[config.mk]
export PLATFORM = sky130hd
export DESIGN_NAME = pulse_width_remote_decoder_unit
export DESIGN_NICKNAME = d
export VERILOG_FILES = /design/src/hdl/pwrd_pkg.sv /design/src/hdl/pulse_width_remote_decoder_unit.sv
export SDC_FILE = /design/constraint.sdc
export NUM_CORES = 1
export LEC_CHECK = 0
export ABC_AREA = 1
export BUFFER_PORTS_ARGS = -buffer_cell sky130_fd_sc_hd__buf_2
export CORE_AREA = 3 3 156 158
export CTS_CLUSTER_DIAMETER = 50
export DETAILED_ROUTE_END_ITERATION = 10
export DIE_AREA = 0 0 159 161
export PLACE_DENSITY = 0.78
export SLEW_MARGIN = 0
export SYNTH_ARGS = -nofsm -noshare
export SYNTH_HDL_FRONTEND = slang
export SYNTH_SLANG_ARGS = --single-unit
export TNS_END_PERCENT = 20
[constraint.sdc]
create_clock -name clk -period 8.7 [get_ports clk]
set_input_delay 1.74 -clock clk [delete_from_list [all_inputs] [get_ports clk]]
set_output_delay 1.74 -clock clk [all_outputs]
set_load 0.05 [all_outputs]
[src/hdl/pwrd_pkg.sv]
// Package for the pulse width remote decoder: codes, constants and command shaping.
`timescale 1ns / 1ps
package pwrd_pkg;

	localparam int unsigned WidthW = 16;
	localparam int unsigned LimitW = 10;
	localparam int unsigned ScaleW = 8;
	localparam int unsigned CalibW = 3;
	localparam int unsigned CmdW   = 9;

	localparam logic [WidthW-1:0] RecalTop   = 16'd12000;
	localparam logic [WidthW-1:0] AutoOnTop  = 16'd15000;
	localparam logic [WidthW-1:0] AutoOffTop = 16'd18000;
	localparam logic [WidthW-1:0] XLearnTop  = 16'd4000;
	localparam logic [WidthW-1:0] YLearnTop  = 16'd7000;

	localparam logic [WidthW-1:0] MinPulseRst  = 16'd2000;
	localparam logic [WidthW-1:0] XBandTopRst  = 16'd4400;
	localparam logic [WidthW-1:0] YBandTopRst  = 16'd7000;
	localparam logic [LimitW-1:0] RejectRst    = 10'd230;
	localparam logic [LimitW-1:0] SnapRst      = 10'd190;
	localparam logic [ScaleW-1:0] FullScaleRst = 8'd200;
	localparam logic [ScaleW-1:0] DeadBandRst  = 8'd15;
	localparam logic [CalibW-1:0] CalibRst     = 3'd3;

	localparam logic signed [16:0] HeldMax = 17'sd255;
	localparam logic signed [16:0] HeldMin = -17'sd255;

	typedef enum logic [2:0] {
		CLS_IGNORED  = 3'd0,
		CLS_X        = 3'd1,
		CLS_Y        = 3'd2,
		CLS_RECAL    = 3'd3,
		CLS_AUTO_ON  = 3'd4,
		CLS_AUTO_OFF = 3'd5,
		CLS_BEYOND   = 3'd6
	} pulse_class_t;

	typedef enum logic [2:0] {
		REG_MIN_PULSE    = 3'd0,
		REG_X_BAND_TOP   = 3'd1,
		REG_Y_BAND_TOP   = 3'd2,
		REG_REJECT_LIMIT = 3'd3,
		REG_SNAP_LIMIT   = 3'd4,
		REG_FULL_SCALE   = 3'd5,
		REG_DEAD_BAND    = 3'd6,
		REG_CALIB_PULSES = 3'd7
	} reg_index_t;

	// width minus centre, shaped by reject / snap / dead band, clamped to +/-255
	function automatic logic signed [CmdW-1:0] shape_cmd(
		input logic [WidthW-1:0] width,
		input logic [WidthW-1:0] centre,
		input logic [LimitW-1:0] reject_lim,
		input logic [LimitW-1:0] snap_lim,
		input logic [ScaleW-1:0] full_sc,
		input logic [ScaleW-1:0] dead_bd
	);
		logic signed [16:0] offset;
		logic [16:0]        mag;
		logic signed [16:0] cmd;
		offset = $signed({1'b0, width}) - $signed({1'b0, centre});
		mag    = offset[16] ? 17'(-offset) : 17'(offset);
		if (mag >= {7'd0, reject_lim}) begin
			cmd = '0;
		end else if (mag >= {7'd0, snap_lim}) begin
			cmd = offset[16] ? -$signed({9'd0, full_sc}) : $signed({9'd0, full_sc});
		end else if (mag <= {9'd0, dead_bd}) begin
			cmd = '0;
		end else begin
			cmd = offset;
		end
		if (cmd > HeldMax) begin
			cmd = HeldMax;
		end
		if (cmd < HeldMin) begin
			cmd = HeldMin;
		end
		return cmd[CmdW-1:0];
	endfunction

endpackage

[src/hdl/pulse_width_remote_decoder_unit.sv]
// Top level of the pulse width remote decoder.
`timescale 1ns / 1ps
// Usage:
//   Input channel (in_valid / in_stall / pulse_width) carries one measured
//   pulse width per transaction. Output channel (out_valid / out_stall) gives
//   one result per input transaction: the held x and y commands, the mode
//   flag and the class of that pulse.
//   Config channel (cfg_valid / cfg_ready / cfg_index / cfg_data) writes the
//   eight tuning registers; cfg_ready is always high. Write only while idle.
// Timing:
//   A pulse is captured in the input register, decoded by one level of
//   compare/subtract logic and lands in the result register once that
//   register is free. One pulse per cycle is sustained while out_stall is
//   low; the decoder state feeds back within that single stage.
// Reset:
//   arst_n clears both stages, loads the default tuning values, zeroes the
//   centres and held commands, sets auto mode and a calibration count of 3.
// Stall:
//   While out_stall holds a result, the input register keeps its pulse and
//   in_stall rises once that register is full; no state moves meanwhile.
module pulse_width_remote_decoder_unit (
	input  logic                                  clk,
	input  logic                                  arst_n,
	input  logic                                  in_valid,
	output logic                                  in_stall,
	input  logic [pwrd_pkg::WidthW-1:0]           pulse_width,
	output logic                                  out_valid,
	input  logic                                  out_stall,
	output logic signed [pwrd_pkg::CmdW-1:0]      x_command,
	output logic signed [pwrd_pkg::CmdW-1:0]      y_command,
	output logic                                  auto_enabled,
	output logic [2:0]                            pulse_class,
	input  logic                                  cfg_valid,
	output logic                                  cfg_ready,
	input  logic [2:0]                            cfg_index,
	input  logic [pwrd_pkg::WidthW-1:0]           cfg_data
);
	import pwrd_pkg::*;

	// tuning registers
	logic [WidthW-1:0] min_pulse_q, x_band_top_q, y_band_top_q;
	logic [LimitW-1:0] reject_limit_q, snap_limit_q;
	logic [ScaleW-1:0] full_scale_q, dead_band_q;
	logic [CalibW-1:0] calib_pulses_q;

	// decoder state; held commands and mode double as the result payload
	logic [WidthW-1:0]      x_centre_q, y_centre_q;
	logic [CalibW-1:0]      calib_rem_q;
	logic signed [CmdW-1:0] x_held_q, y_held_q;
	logic                   auto_q;
	pulse_class_t           class_q;
	logic                   out_valid_q;

	// input stage
	logic              valid_s1;
	logic [WidthW-1:0] width_s1;

	logic out_free, advance;

	// next-state values of the decode
	pulse_class_t           cls;
	logic signed [CmdW-1:0] x_nxt, y_nxt;
	logic                   auto_nxt;
	logic [CalibW-1:0]      rem_band, rem_nxt;
	logic [WidthW-1:0]      xc_nxt, yc_nxt;

	assign out_free  = !out_valid_q || !out_stall;
	assign advance   = valid_s1 && out_free;
	assign in_stall  = valid_s1 && !out_free;
	assign cfg_ready = 1'b1;

	assign out_valid    = out_valid_q;
	assign x_command    = x_held_q;
	assign y_command    = y_held_q;
	assign auto_enabled = auto_q;
	assign pulse_class  = class_q;

	// band sort and command shaping
	always_comb begin
		cls      = CLS_IGNORED;
		x_nxt    = x_held_q;
		y_nxt    = y_held_q;
		auto_nxt = auto_q;
		rem_band = calib_rem_q;
		rem_nxt  = calib_rem_q;
		xc_nxt   = x_centre_q;
		yc_nxt   = y_centre_q;
		if (width_s1 > min_pulse_q) begin
			if (width_s1 <= x_band_top_q) begin
				cls   = CLS_X;
				x_nxt = shape_cmd(width_s1, x_centre_q, reject_limit_q, snap_limit_q,
					full_scale_q, dead_band_q);
			end else if (width_s1 <= y_band_top_q) begin
				cls   = CLS_Y;
				y_nxt = shape_cmd(width_s1, y_centre_q, reject_limit_q, snap_limit_q,
					full_scale_q, dead_band_q);
			end else if (width_s1 <= RecalTop) begin
				cls      = CLS_RECAL;
				rem_band = calib_pulses_q;
			end else if (width_s1 <= AutoOnTop) begin
				cls      = CLS_AUTO_ON;
				auto_nxt = 1'b1;
			end else if (width_s1 <= AutoOffTop) begin
				cls      = CLS_AUTO_OFF;
				auto_nxt = 1'b0;
			end else begin
				cls = CLS_BEYOND;
			end
			// centre learning, counted after the band action
			rem_nxt = rem_band;
			if (rem_band != '0) begin
				rem_nxt = rem_band - CalibW'(1);
				if (width_s1 <= XLearnTop) begin
					xc_nxt = width_s1;
				end else if (width_s1 <= YLearnTop) begin
					yc_nxt = width_s1;
				end
			end
		end
	end

	// input register
	always_ff @(posedge clk or negedge arst_n) begin
		if (!arst_n) begin
			valid_s1 <= 1'b0;
		end else if (!in_stall) begin
			valid_s1 <= in_valid;
		end
	end

	always_ff @(posedge clk) begin
		if (in_valid && !in_stall) begin
			width_s1 <= pulse_width;
		end
	end

	// result register and decoder state
	always_ff @(posedge clk or negedge arst_n) begin
		if (!arst_n) begin
			out_valid_q <= 1'b0;
			class_q     <= CLS_IGNORED;
			x_held_q    <= '0;
			y_held_q    <= '0;
			auto_q      <= 1'b1;
			calib_rem_q <= CalibRst;
			x_centre_q  <= '0;
			y_centre_q  <= '0;
		end else begin
			if (out_free) begin
				out_valid_q <= valid_s1;
			end
			if (advance) begin
				class_q     <= cls;
				x_held_q    <= x_nxt;
				y_held_q    <= y_nxt;
				auto_q      <= auto_nxt;
				calib_rem_q <= rem_nxt;
				x_centre_q  <= xc_nxt;
				y_centre_q  <= yc_nxt;
			end
		end
	end

	// tuning register writes
	always_ff @(posedge clk or negedge arst_n) begin
		if (!arst_n) begin
			min_pulse_q    <= MinPulseRst;
			x_band_top_q   <= XBandTopRst;
			y_band_top_q   <= YBandTopRst;
			reject_limit_q <= RejectRst;
			snap_limit_q   <= SnapRst;
			full_scale_q   <= FullScaleRst;
			dead_band_q    <= DeadBandRst;
			calib_pulses_q <= CalibRst;
		end else if (cfg_valid && cfg_ready) begin
			case (reg_index_t'(cfg_index))
				REG_MIN_PULSE:    min_pulse_q    <= cfg_data;
				REG_X_BAND_TOP:   x_band_top_q   <= cfg_data;
				REG_Y_BAND_TOP:   y_band_top_q   <= cfg_data;
				REG_REJECT_LIMIT: reject_limit_q <= cfg_data[LimitW-1:0];
				REG_SNAP_LIMIT:   snap_limit_q   <= cfg_data[LimitW-1:0];
				REG_FULL_SCALE:   full_scale_q   <= cfg_data[ScaleW-1:0];
				REG_DEAD_BAND:    dead_band_q    <= cfg_data[ScaleW-1:0];
				REG_CALIB_PULSES: calib_pulses_q <= cfg_data[CalibW-1:0];
				default: begin
				end
			endcase
		end
	end

endmodule

==> flow_results.org, run 1 <==
** Status
- The run finished with clean final reports.

** Power
- Power share of the clock group :: 0.152
- Power comes to 5.31 mW.
- Part of the power in registers :: 0.206
- Int Power :: 2.52 mW
- Peak supply drop :: 0.166 mV
- Switching pwr :: 2.79 mW
- Net switching fraction of the power :: 0.526
- Leakage :: 7.89 nW
- Power density of the placed cells :: 355 mW/mm²
- Comb pwr share :: 0.643

** Floorplan
- Horiz. Die Dim :: 159 µm
- I/O pin count :: 65
- Measured along the y axis, the die boundary spans 161 µm.
- Area of the core :: 0.0233 mm²
- Row cnt :: 56
- For this configuration, the core starts out at a cell density of 0.595.
- The die covers 0.0256 mm².

** Yosys
- Of all flip-flops after synthesis, the portion carrying an async set or reset was 0.901.
- Synthesis produced a netlist whose cell count is 2040.
- Ranking of synthesized cells by area :: dfrtp_1 (19%), nand2_1 (17%), ha_1 (13%), inv_1 (8.1%), dfstp_2 (7.6%)
- Number of different library cells in the post-synthesis netlist :: 53
- Synthesis produced a netlist with a net count of 2227.
- A synthesized cell averages 6.78 µm².
- The most common cell in the synthesized netlist is nand2_1.
- Portion of netlist area occupied by mux cells :: 0
- Of the total synthesized cell area, the portion taken by full adders, half adders and majority gates is 0.134.
- Synth top area share :: 0.192
- Netlist Area Pre-Place :: 0.0138 mm²
- After synthesis, the most frequently instantiated cells are nand2_1 (639), inv_1 (297), nand3_1 (148), nor2_1 (147), o21ai_0 (146).
- The Yosys step of the flow raised 0 warnings.
- The post-synthesis compound-gate area fraction came to 0.111.
- Of the total synthesized cell area, the portion taken by AND, OR, NAND and NOR gates is 0.340.
- Of the total synthesized cell area, the portion taken by XOR and XNOR cells is 0.0127.
- By area, the combinational part of the netlist is dominated by simple AND/OR/NAND/NOR gates.
- Yosys mapped a number of flops with a built-in enable equal to 16.
- Summed over all instances, the cell type with the most area after synthesis is dfrtp_1.
- Fraction of the yosys area taken by sequential cells :: 0.302
- The synthesized design contains 162 register bits.
- Ys flop type :: dfrtp_1

** Route
- Final wirelength :: 39000 µm
- After detailed routing, the number of remaining DRC violations is 0.
- After detailed routing, the average wire length per cell comes to 16.2 µm.
- Using the TritonRoute via totals, the vias-per-cell ratio works out to 5.51.
- Vias :: 13300
- The first TritonRoute pass finished after 6 iterations.
- In this run, the number of DRC markers left after iteration 0 of detailed routing was 1071.
- Count of nets left with antenna violations after detail routing :: 0

** Setup path
- The worst setup path is captured at a flip-flop.
- Worst Path Arrival :: 7.21 ns
- Of all nets on the critical path, the largest fanout is 37.
- The number of buffers and inverters on the critical path is 5.
- STA puts the critical path data required time at 9.03 ns.
- On the critical path, the stage with the largest delay is an instance of a21boi_4.
- The worst register-to-register path ends at y_command[3].
- The worst setup path is launched from a flip-flop.
- R2r setup slk :: 1.82 ns
- For the worst flop-to-flop path, the logic depth is 39.
- The worst register-to-register path begins at width_s1[5].
- In this design, the largest share of critical-path delay is due to simple AND/OR/NAND/NOR gates.
- Most common cell on crit path :: nand2_1
- The worst setup path is of the flip-flop to flip-flop kind.
- For this run, the slowest stage of the critical path takes 0.80 ns.

** Clock tree
- Buffer depth of the longest clock path :: 2
- Number of levels in the clock H-tree :: 4
- The clock net in this run drives a total of 162 sinks.
- After clock tree synthesis, the clock-pin slew on the worst setup and hold paths is 0.08 ns.
- Clock tree synthesis selected as its root buffer the cell clkbuf_16.
- Clock latency on the worst-skew pair, taken at its later pin, is 0.44 ns.
- Buffers inserted during clock tree synthesis total 17.
- Count of instances resized after the clock tree is built :: 0
- For this design, the CTS-stage hold fixing added 0 buffers.
- CTS tree :: yes
- Number of post-CTS setup repair buffers :: 0

** Hold path
- Counting instances, the worst hold path has a depth of 2.
- The startpoint identified for the worst hold timing path is x_command[7].
- Class of the tightest hold or removal check :: flip-flop to flip-flop
- The path with the worst hold slack has its endpoint at x_command[7].

** STA
- The final number of max-transition violations is 0.
- The hold violation total from the final report came to 0.
- For the final database, setup skew stands at 0.0166 ns.
- Setup total negative slack on the finished layout was measured at 0 ns.
- Post-layout worst setup margin :: 1.82 ns
- Final worst path period need :: 6.88 ns
- Achievable clock frequency :: 145 MHz
- Slew @ Worst Pin :: 1.01 ns
- Setup repair after global routing left no endpoint under its margin.
- Setup violations remaining at the end of the flow were counted as 0.
- Measured against its own limit, the worst slew margin works out to 0.322.
- Part of the cycle the worst path needs :: 0.791

** Global routing
- Global-route wire length before repair :: 63600 µm
- Antenna violations before repair :: 0
- Entering global routing, the biggest net connects 77 pins.
- The total overflow left after global routing is 0.
- Via count of the first global-routing pass :: 12800
- In the global route stage, overall resource usage came out at 0.307.

** Cells and area
- Cell Count, Final, Fillers Out :: 2415
- Total inserted antenna cells :: 0
- After the last flow step, the layout net total stands at 2270.
- Of the cells placed in the final design, the portion with a size suffix greater than 1 is 0.110.
- From synthesis to final layout, the design area changed by 8.17%.
- Number of filler cells placed in the layout :: 2173

** Place
- Routability-driven placement finished with a final weighted congestion of 0.964.
- Prior to clock tree synthesis, the placed netlist has a worst setup slack of 1.95 ns.
- HPWL reported at the end of detailed placement :: 30200 µm
- In this run, placement finished with an instance count of 2383.
- Number of input and output port buffers inserted :: 63

** Run
- Total of max-cap violations :: 0
-- worst register-to-register path, delay by kind of cell (launching register included) --
family,cells,cell delay (ns)
AND/OR/NAND/NOR,26,2.89
AO/OA/AOI/OAI,4,1.19
adder cells (fa/ha/maj),3,0.98
flip-flops,1,0.72
buffers and inverters,5,0.59
XOR/XNOR,1,0.38
-- state kept, by name, summed over array words and instances (netlist names), 8 cells and up --
register	cells
y_band_top_q	16
x_centre_q	16
y_command	9
snap_limit_q	10
x_command	9
min_pulse_q	16
reject_limit_q	10
y_centre_q	16
width_s1	16
full_scale_q	8
dead_band_q	8
x_band_top_q	16
-- power by group through the flow --
stage	Combinational, mW	Clock, mW	Sequential [mW]
6_report	3.41	0.804	1.09
3_5_place_dp	3.31	0	1.10
4_1_cts	3.35	0.812	1.09
5_1_grt	3.83	0.839	1.11
2_1_floorplan	2.38	0	1.19
3_3_place_gp	3.23	0	1.09
-- stage by stage --
| stage | cell area, µm² | utilization | hold WS [ns] |
|---|---|---|---|
| 3_3_place_gp | 14400 | 0.618 | 0.448 |
| 3_5_place_dp | 14400 | 0.618 | 0.462 |
| 2_1_floorplan | 13800 | - | 0.436 |
| 4_1_cts | 15000 | 0.643 | 0.481 |
| 5_1_grt | 15000 | 0.643 | 0.502 |
| 6_report | 15000 | 0.643 | 0.477 |
-- cell usage in the layout (no fill, tap or decap), drive strengths merged, types with 5 or more instances in the layout --
master / count
nand4: 24
dfstp: 40
clkbuf: 18
dfrtp: 106
nand3b: 11
xor2: 16
nand3: 160
nor2: 172
edfxtp: 16
o21ai: 148
nand2: 674
buf: 67
inv: 314
ha: 145
clkinv: 5
a21oi: 99
nor4: 5
nor3: 21
-- cells by family after synthesis --
family | after synthesis
AND/OR/NAND/NOR | 1079
AO/OA/AOI/OAI | 280
XOR/XNOR | 20
adder cells (fa/ha/maj) | 147
buffers and inverters | 351
flip-flops | 162
other | 1
-- how the worst max path moves through the flow --
stage	startpoint	end	slack, ns	cells past startpoint
3_5_place_dp	width_s1[5]	y_command[3]	1.95	37
5_1_grt	width_s1[5]	y_command[3]	1.14	37
3_3_place_gp	width_s1[5]	y_command[2]	1.93	37
4_1_cts	width_s1[5]	y_command[3]	1.91	37
6_report	width_s1[5]	y_command[3]	1.82	39
2_1_floorplan	width_s1[0]	y_command[8]	3.22	44
-- layout make-up --
cell class	count	area (µm²)	area share
flip-flops and latches	162	4180	0.280
well taps	319	399	0.0267
clock buffers	18	429	0.0287
clock inverters	14	169	0.0113
multi-input cells	1527	8280	0.553
inverters	308	1160	0.0773
repair buffers	67	352	0.0235
-- layer usage --
layer  global-route usage  part of all wire
met3               0.0669             0.076
met1                0.417              0.45
met4                0.116             0.032
met5                    0                 0
met2                0.483              0.44
Power figures use the tool's default switching activity.
==> inputs of run 2 (changes only) <==
--- a/config.mk
+++ b/config.mk
@@ -7,11 +7,11 @@
 export LEC_CHECK = 0
 export ABC_AREA = 1
 export BUFFER_PORTS_ARGS = -buffer_cell sky130_fd_sc_hd__buf_2
-export CORE_AREA = 3 3 156 158
+export CORE_AREA = 3 3 160 162
 export CTS_CLUSTER_DIAMETER = 50
 export DETAILED_ROUTE_END_ITERATION = 10
-export DIE_AREA = 0 0 159 161
-export PLACE_DENSITY = 0.78
+export DIE_AREA = 0 0 163 165
+export PLACE_DENSITY = 0.77
 export SLEW_MARGIN = 0
 export SYNTH_ARGS = -nofsm -noshare
 export SYNTH_HDL_FRONTEND = slang
==> constraint.sdc (replaced) <==
create_clock -name clk -period 6.17 [get_ports clk]
set_input_delay 1.234 -clock clk [delete_from_list [all_inputs] [get_ports clk]]
set_output_delay 1.234 -clock clk [all_outputs]
set_load 0.05 [all_outputs]
==> run 2 against run 1 <==
Global-route usage is 0.58 points higher. Register-to-register slack worse by 1.4 ns. Highest routed layer unchanged. Largest power group unchanged. Total power is 43% higher.
==> flow_results.org, run 2 (synthesis results as in run 1) <==
** Status
- The run finished with clean final reports.

** Floorplan
- Die ar. :: 0.0269 mm²
- For this configuration, the core starts out at a cell density of 0.571.
- In this run the horizontal extent of the chip is 163 µm.
- 65 I/O pins were placed.
- The total area inside the core boundary comes to 0.0242 mm².
- The die is 165 µm tall.
- Row cnt :: 57

** Cells and area
- Fin nets :: 2292
- Core Util, Final :: 0.628
- The repair_antennas step left the layout with diodes totalling 0.
- Of the cells placed in the final design, the portion with a size suffix greater than 1 is 0.126.
- Leading cell types in the layout, fill and taps excluded :: nand2_1 (638), inv_1 (296), nor2_1 (147), nand3_1 (147), o21ai_0 (145)
- Leaving out fill and tap cells, the most frequent cell in the layout is nand2_1.
- Layout overhead on the synthesized area :: 10.1%

** Global routing
- For this run, the total global-route usage over all layers was measured as 0.312.
- Antenna violations before repair :: 0
- Maximum number of pins on one net before global-route repair :: 84
- The total overflow left after global routing is 0.
- Global-route wire length before repair :: 66800 µm
- Via count of the first global-routing pass :: 13000

** Setup path
- Worst path buffer plus inverter count :: 4
- Type of destination of the critical path :: flip-flop
- CP max stage cell :: edfxtp_1
- Data arrives at the worst endpoint at 6.11 ns.
- WS Path Type :: flip-flop to flip-flop
- Maximum fanout along the worst path :: 11
- In this design, the stage delay of the slowest critical-path cell is 0.60 ns.
- Among cell families on the critical path, the largest total delay comes from simple AND/OR/NAND/NOR gates.
- STA classifies the critical path startpoint as a flip-flop.
- At the worst endpoint, the required time is 6.55 ns.

** Route
- Using the TritonRoute via totals, the vias-per-cell ratio works out to 5.57.
- Detailed routing inserted a total of 13600 vias.
- Detailed Routing Iterations Pass 1 :: 6
- In the final routed layout, each cell accounts on average for 16.7 µm.
- The count of nets left with antenna violations once routing finished came out at 0.
- In this run, the number of DRC markers left after iteration 0 of detailed routing was 1250.
- Final wirelength :: 40800 µm
- For this run, design rule violations remaining after detail routing come to 0.

** STA
- Final worst path period need :: 5.73 ns
- Setup repair after global routing could not meet its margin everywhere.
- Part of the cycle the worst path needs :: 0.929
- The worst path meets setup with 0.436 ns of slack.
- Slew @ Worst Pin :: 1.05 ns
- The final number of max-transition violations came to 0.
- The clock arrives with 0.0213 ns of skew.
- In this run the tightest slew margin relative to its limit is 0.298.
- Setup violations remaining at the end of the flow were counted as 0.
- Achievable clock frequency :: 174 MHz
- The hold violation total from the final report was 0.
- Hold slack :: 0.473 ns
- Total Negative Setup Slacks :: 0 ns

** Run
- Total of max-cap violations :: 0

** Clock tree
- Clock buffers created by TritonCTS :: 17
- Root buffer cell :: clkbuf_16
- Number of sinks on the clock net :: 162
- Number of levels in the clock H-tree :: 4
- CTS tree :: yes
- In this run the deepest clock path goes through 2 buffers.
- Register clock-pin slew on the reported worst setup and hold paths :: 0.08 ns
- Cts hold-fix bufs :: 0
- At the later pin of the worst-skew pair, clock insertion delay measures 0.45 ns.

** Hold path
- The min-delay analysis places its worst path in the category flip-flop to flip-flop.

** Place
- Detailed placement ended at an HPWL of 31700 µm.
- Final weighted congestion of routability-driven global placement :: 0.987
- Worst slack at placement :: 0.218 ns
- Number of input and output port buffers inserted :: 63

** Power
- Leakage :: 8.01 nW
- Power density of the placed cells :: 497 mW/mm²
- Peak supply drop :: 0.287 mV
==> run 2: area by class of cell <==
cell class,instances,area (µm²)
multi-input cells,1528,8360
flip-flops and latches,162,4180
inverters,308,1160
clock buffers,19,464
well taps,324,405
repair buffers,88,509
fillers,2271,9010
clock inverters,13,154
==> run 2: repair_timing <==
action,in CTS,in global routing
setup buffers,0,1
setup endpoints to repair,0,17
gates resized for setup,0,15
==> run 2: worst paths after layout <==
check / startpoint / endpoint / slack [ns] / depth (start not counted)
min in group asynchronous: arst_n / x_centre_q[14] / 0.82 / 1
max: width_s1[3] / x_command[6] / 0.44 / 34
max reg2reg: width_s1[3] / x_command[6] / 0.44 / 34
min: x_centre_q[13] / x_centre_q[13] / 0.47 / 2
min reg2reg: x_centre_q[13] / x_centre_q[13] / 0.47 / 2
max in group asynchronous: arst_n / min_pulse_q[2] / 3.95 / 2
==> run 2: power by group <==
part           total, mW  switching [mW]  internal (mW)  leakage, nW
logic               4.90            3.31           1.60         5.81
clock network       1.13           0.549          0.582        0.303
registers           1.54           0.162           1.37         1.90
==> run 2: worst reg2reg max path, delay by kind of cell (launching register included) <==
kind | cells | cell delay [ns]
fa+ha+maj | 3 | 1.03
buf+inv | 4 | 0.42
simple gates | 20 | 2.18
compound gates | 6 | 1.16
flops | 1 | 0.60
xor+xnor | 1 | 0.30
==> run 2: through the flow <==
| stage | cell area, µm² | cells | total power [mW] |
|---|---|---|---|
| after floorplan | 13800 | 2040 | 5.04 |
| after global placement | 14500 | 2408 | 6.13 |
| after detailed placement | 14500 | 2408 | 6.25 |
| after CTS | 15100 | 2440 | 7.43 |
| after global routing | 15200 | 2442 | 8.26 |
| final | 15200 | 2442 | 7.57 |
==> run 2: routing by layer <==
layer,share of wire,wire [µm],track usage
met3,0.074,3020,0.0562
met2,0.45,18200,0.499
met5,0,0,0
met4,0.030,1240,0.102
met1,0.45,18300,0.431
==> inputs of run 3 (changes only) <==
--- a/config.mk
+++ b/config.mk
@@ -11,7 +11,7 @@
 export CTS_CLUSTER_DIAMETER = 50
 export DETAILED_ROUTE_END_ITERATION = 10
 export DIE_AREA = 0 0 163 165
-export PLACE_DENSITY = 0.77
+export PLACE_DENSITY = 0.84
 export SLEW_MARGIN = 0
 export SYNTH_ARGS = -nofsm -noshare
 export SYNTH_HDL_FRONTEND = slang
==> run 3 against run 2 <==
Final cell count barely moved. Total power fell by 1.3%. First-iteration DRC count rose by 5.8%. Wire length fell by 4.8%. Combinational power fell by 2%. Utilization fell by 0.13 points. Non-clock buffer count rose by 2. Maximum frequency rose by 2.4%. Worst hold slack improved by 0.0016 ns. Count of clock-buffer cells in the layout fell by 1.
==> flow_results.org, run 3 (synthesis results as in run 1) <==
** Global routing
- Total congestion overflow after global routing :: 0
- The initial antenna violation count came to 0.
- The first global-routing pass estimated 62900 µm of wire.
- Via count of the first global-routing pass :: 12600
- Entering global routing, the biggest net connects 97 pins.
- Across every metal layer, demand over resource in global routing totals 0.293.

** Route
- Once detail routing completed, the nets flagged for antenna violations numbered 0.
- Wires add up to 38800 µm.
- After detailed routing, the average wire length per cell comes to 15.9 µm.
- DR DRC count :: 0
- For this run, the detailed router's first-pass iteration total came to 7.
- Using the TritonRoute via totals, the vias-per-cell ratio works out to 5.54.
- Vias :: 13500
- After the first detailed-routing iteration, the DRC count stood at 1322.

** Power
- For this design the static power due to leakage is 8.02 nW.
- Dividing total power by cell area gives a power density of 492 mW/mm².
- VDD sags by at most 0.274 mV.

** Place
- Input and output buffers added on the ports amount to 63.
- Worst slack at placement :: 0.388 ns
- Including well taps, the total number of placed cells is 2404.
- Detailed placement ended at an HPWL of 30100 µm.
- Final weighted congestion of routability-driven global placement :: 1.02

** Hold path
- In this run the most critical hold path is launched from x_centre_q[13].
- Along the worst hold path, the cell count comes to 2.
- Endpoint, Worst Hold :: x_centre_q[13]
- In this run the worst hold path is classified as flip-flop to flip-flop.

** Cells and area
- The library cell used most frequently in the layout, excluding fill and tap cells, is nand2_1.
- From synthesis to final layout, the design area changed by 9.88%.
- Leaving out fill and tap cells, the most frequent cells in the layout are nand2_1 (638), inv_1 (296), nand3_1 (148).
- Share of layout cells above drive strength 1 :: 0.123
- The final layout contains 2293 nets.
- The number of antenna diodes in the final layout is 0.
- The finished layout holds 2443 standard cells, fillers aside.
- Core Util, Final :: 0.627

** Run
- Total of max-cap violations :: 0

** Clock tree
- Clock tree synthesis inserted a total of 17 buffers.
- After clock tree synthesis, the clock-pin slew on the worst setup and hold paths is 0.08 ns.
- Number of levels in the clock H-tree :: 4
- The number of hold buffers added after CTS was 0.
- Number of sinks on the clock net :: 162
- The clock reaches the later pin of the worst-skew pair after 0.44 ns.
- TritonCTS built the clock tree.
- Buffer depth of the longest clock path :: 2
- The cell sitting at the root of the clock tree is a clkbuf_16.

** Floorplan
- For this configuration, the core starts out at a cell density of 0.571.
- I/O pin count :: 65
- Area of the core :: 0.0242 mm²
- Horiz. Die Dim :: 163 µm
- Row cnt :: 57
- Die ar. :: 0.0269 mm²
- Vert. Die Dim :: 165 µm

** Setup path
- Number of cells on the critical path :: 38
- The worst register-to-register path begins at width_s1[2].
- CP max stage cell :: edfxtp_1
- Logic depth of the worst register-to-register path :: 38
- Family with the most delay on the worst path :: simple AND/OR/NAND/NOR gates
- WS Path Type :: flip-flop to flip-flop
- Maximum fanout along the worst path :: 13
- In this run the critical register-to-register path is captured at y_command[2].
- Most common cell on crit path :: nand2_1
- Across all register-to-register paths, the minimum setup slack is 0.57 ns.
- Critical path launch point type :: flip-flop
- Required @ worst endpoint :: 6.55 ns
- Worst path buffer plus inverter count :: 4
- Type of destination of the critical path :: flip-flop
- Maximum single-stage delay on the critical path :: 0.60 ns
- For the worst setup path, the data arrival time is 5.98 ns.

** STA
- Total Negative Setup Slacks :: 0 ns
- Dividing the final minimum period by the clock period gives 0.908.
- Static timing analysis puts the maximum clock frequency at 179 MHz.
- The final number of max-transition violations came to 0.
- The clock period could shrink to 5.60 ns.
- Number of endpoints with negative hold slack in the final report :: 0
- At the pin with the least slew margin, the transition time is 1.07 ns.
- Final setup vio count :: 0
- Post-layout worst setup margin :: 0.569 ns
- Layout Skew :: 0.0166 ns
- Worst max-slew margin expressed relative to the limit :: 0.288

** Status
- Run status :: finished, final reports clean
[run 3: cell count changes in the layout (fill, tap and decap cells not counted), moves of 2 or more]
cell / change
a21oi_2: -2
buf_4: +2
clkinv_8: +3
inv_8: -2
nor2_2: +2
xor2_1: +4
xor2_2: -4
[run 3: routing by layer]
metal,global-route usage,vias up,wire (µm)
li1,-,6703,-
met2,0.468,482,17600
met3,0.0572,79,3000
met4,0.0930,0,1040
met5,0,-,0
met1,0.403,6265,17200
[run 3: timing repair]
action	CTS	global route
setup endpoints to repair	0	18
setup buffers	0	7
gates resized for setup	0	6
[run 3: where the power goes]
part	total [mW]	leakage [nW]	internal [mW]	switching, mW
Clock	1.13	0.304	0.576	0.552
Combinational	4.81	5.81	1.59	3.22
Sequential	1.54	1.90	1.37	0.164
[run 3: worst max path at each step]
stage | from | endpoint
finish | width_s1[2] | y_command[2]
global route | width_s1[0] | x_command[7]
CTS | width_s1[0] | x_command[7]
detailed placement | width_s1[0] | x_command[6]
global placement | width_s1[0] | x_command[6]
floorplan | width_s1[0] | y_command[8]
[run 3: cell type report]
| type | instances | area (µm²) |
|---|---|---|
| multi-input cells | 1527 | 8300 |
| fillers | 2198 | 9050 |
| repair buffers | 90 | 524 |
| clock buffers | 18 | 450 |
| clock inverters | 14 | 180 |
| well taps | 324 | 405 |
| flip-flops and latches | 162 | 4180 |
| inverters | 308 | 1160 |
[run 3: per-stage QoR]
step | instance area, µm² | hold WS, ns | total power, mW
6_report | 15200 | 0.475 | 7.48
5_1_grt | 15200 | 0.491 | 8.13
2_1_floorplan | 13800 | 0.436 | 5.04
3_5_place_dp | 14500 | 0.456 | 6.13
4_1_cts | 15100 | 0.478 | 7.32
3_3_place_gp | 14500 | 0.449 | 6.00
[run 3: worst register-to-register path: cells and delay by family, from the launching register on]
kind,cells,cell delay (ns)
and+or+nand+nor,24,2.10
AOI/OAI and AO/OA,6,1.07
adders and majority gates,3,0.93
DFF,1,0.60
buffers and inverters,4,0.49
xor gates and xnor gates,1,0.35
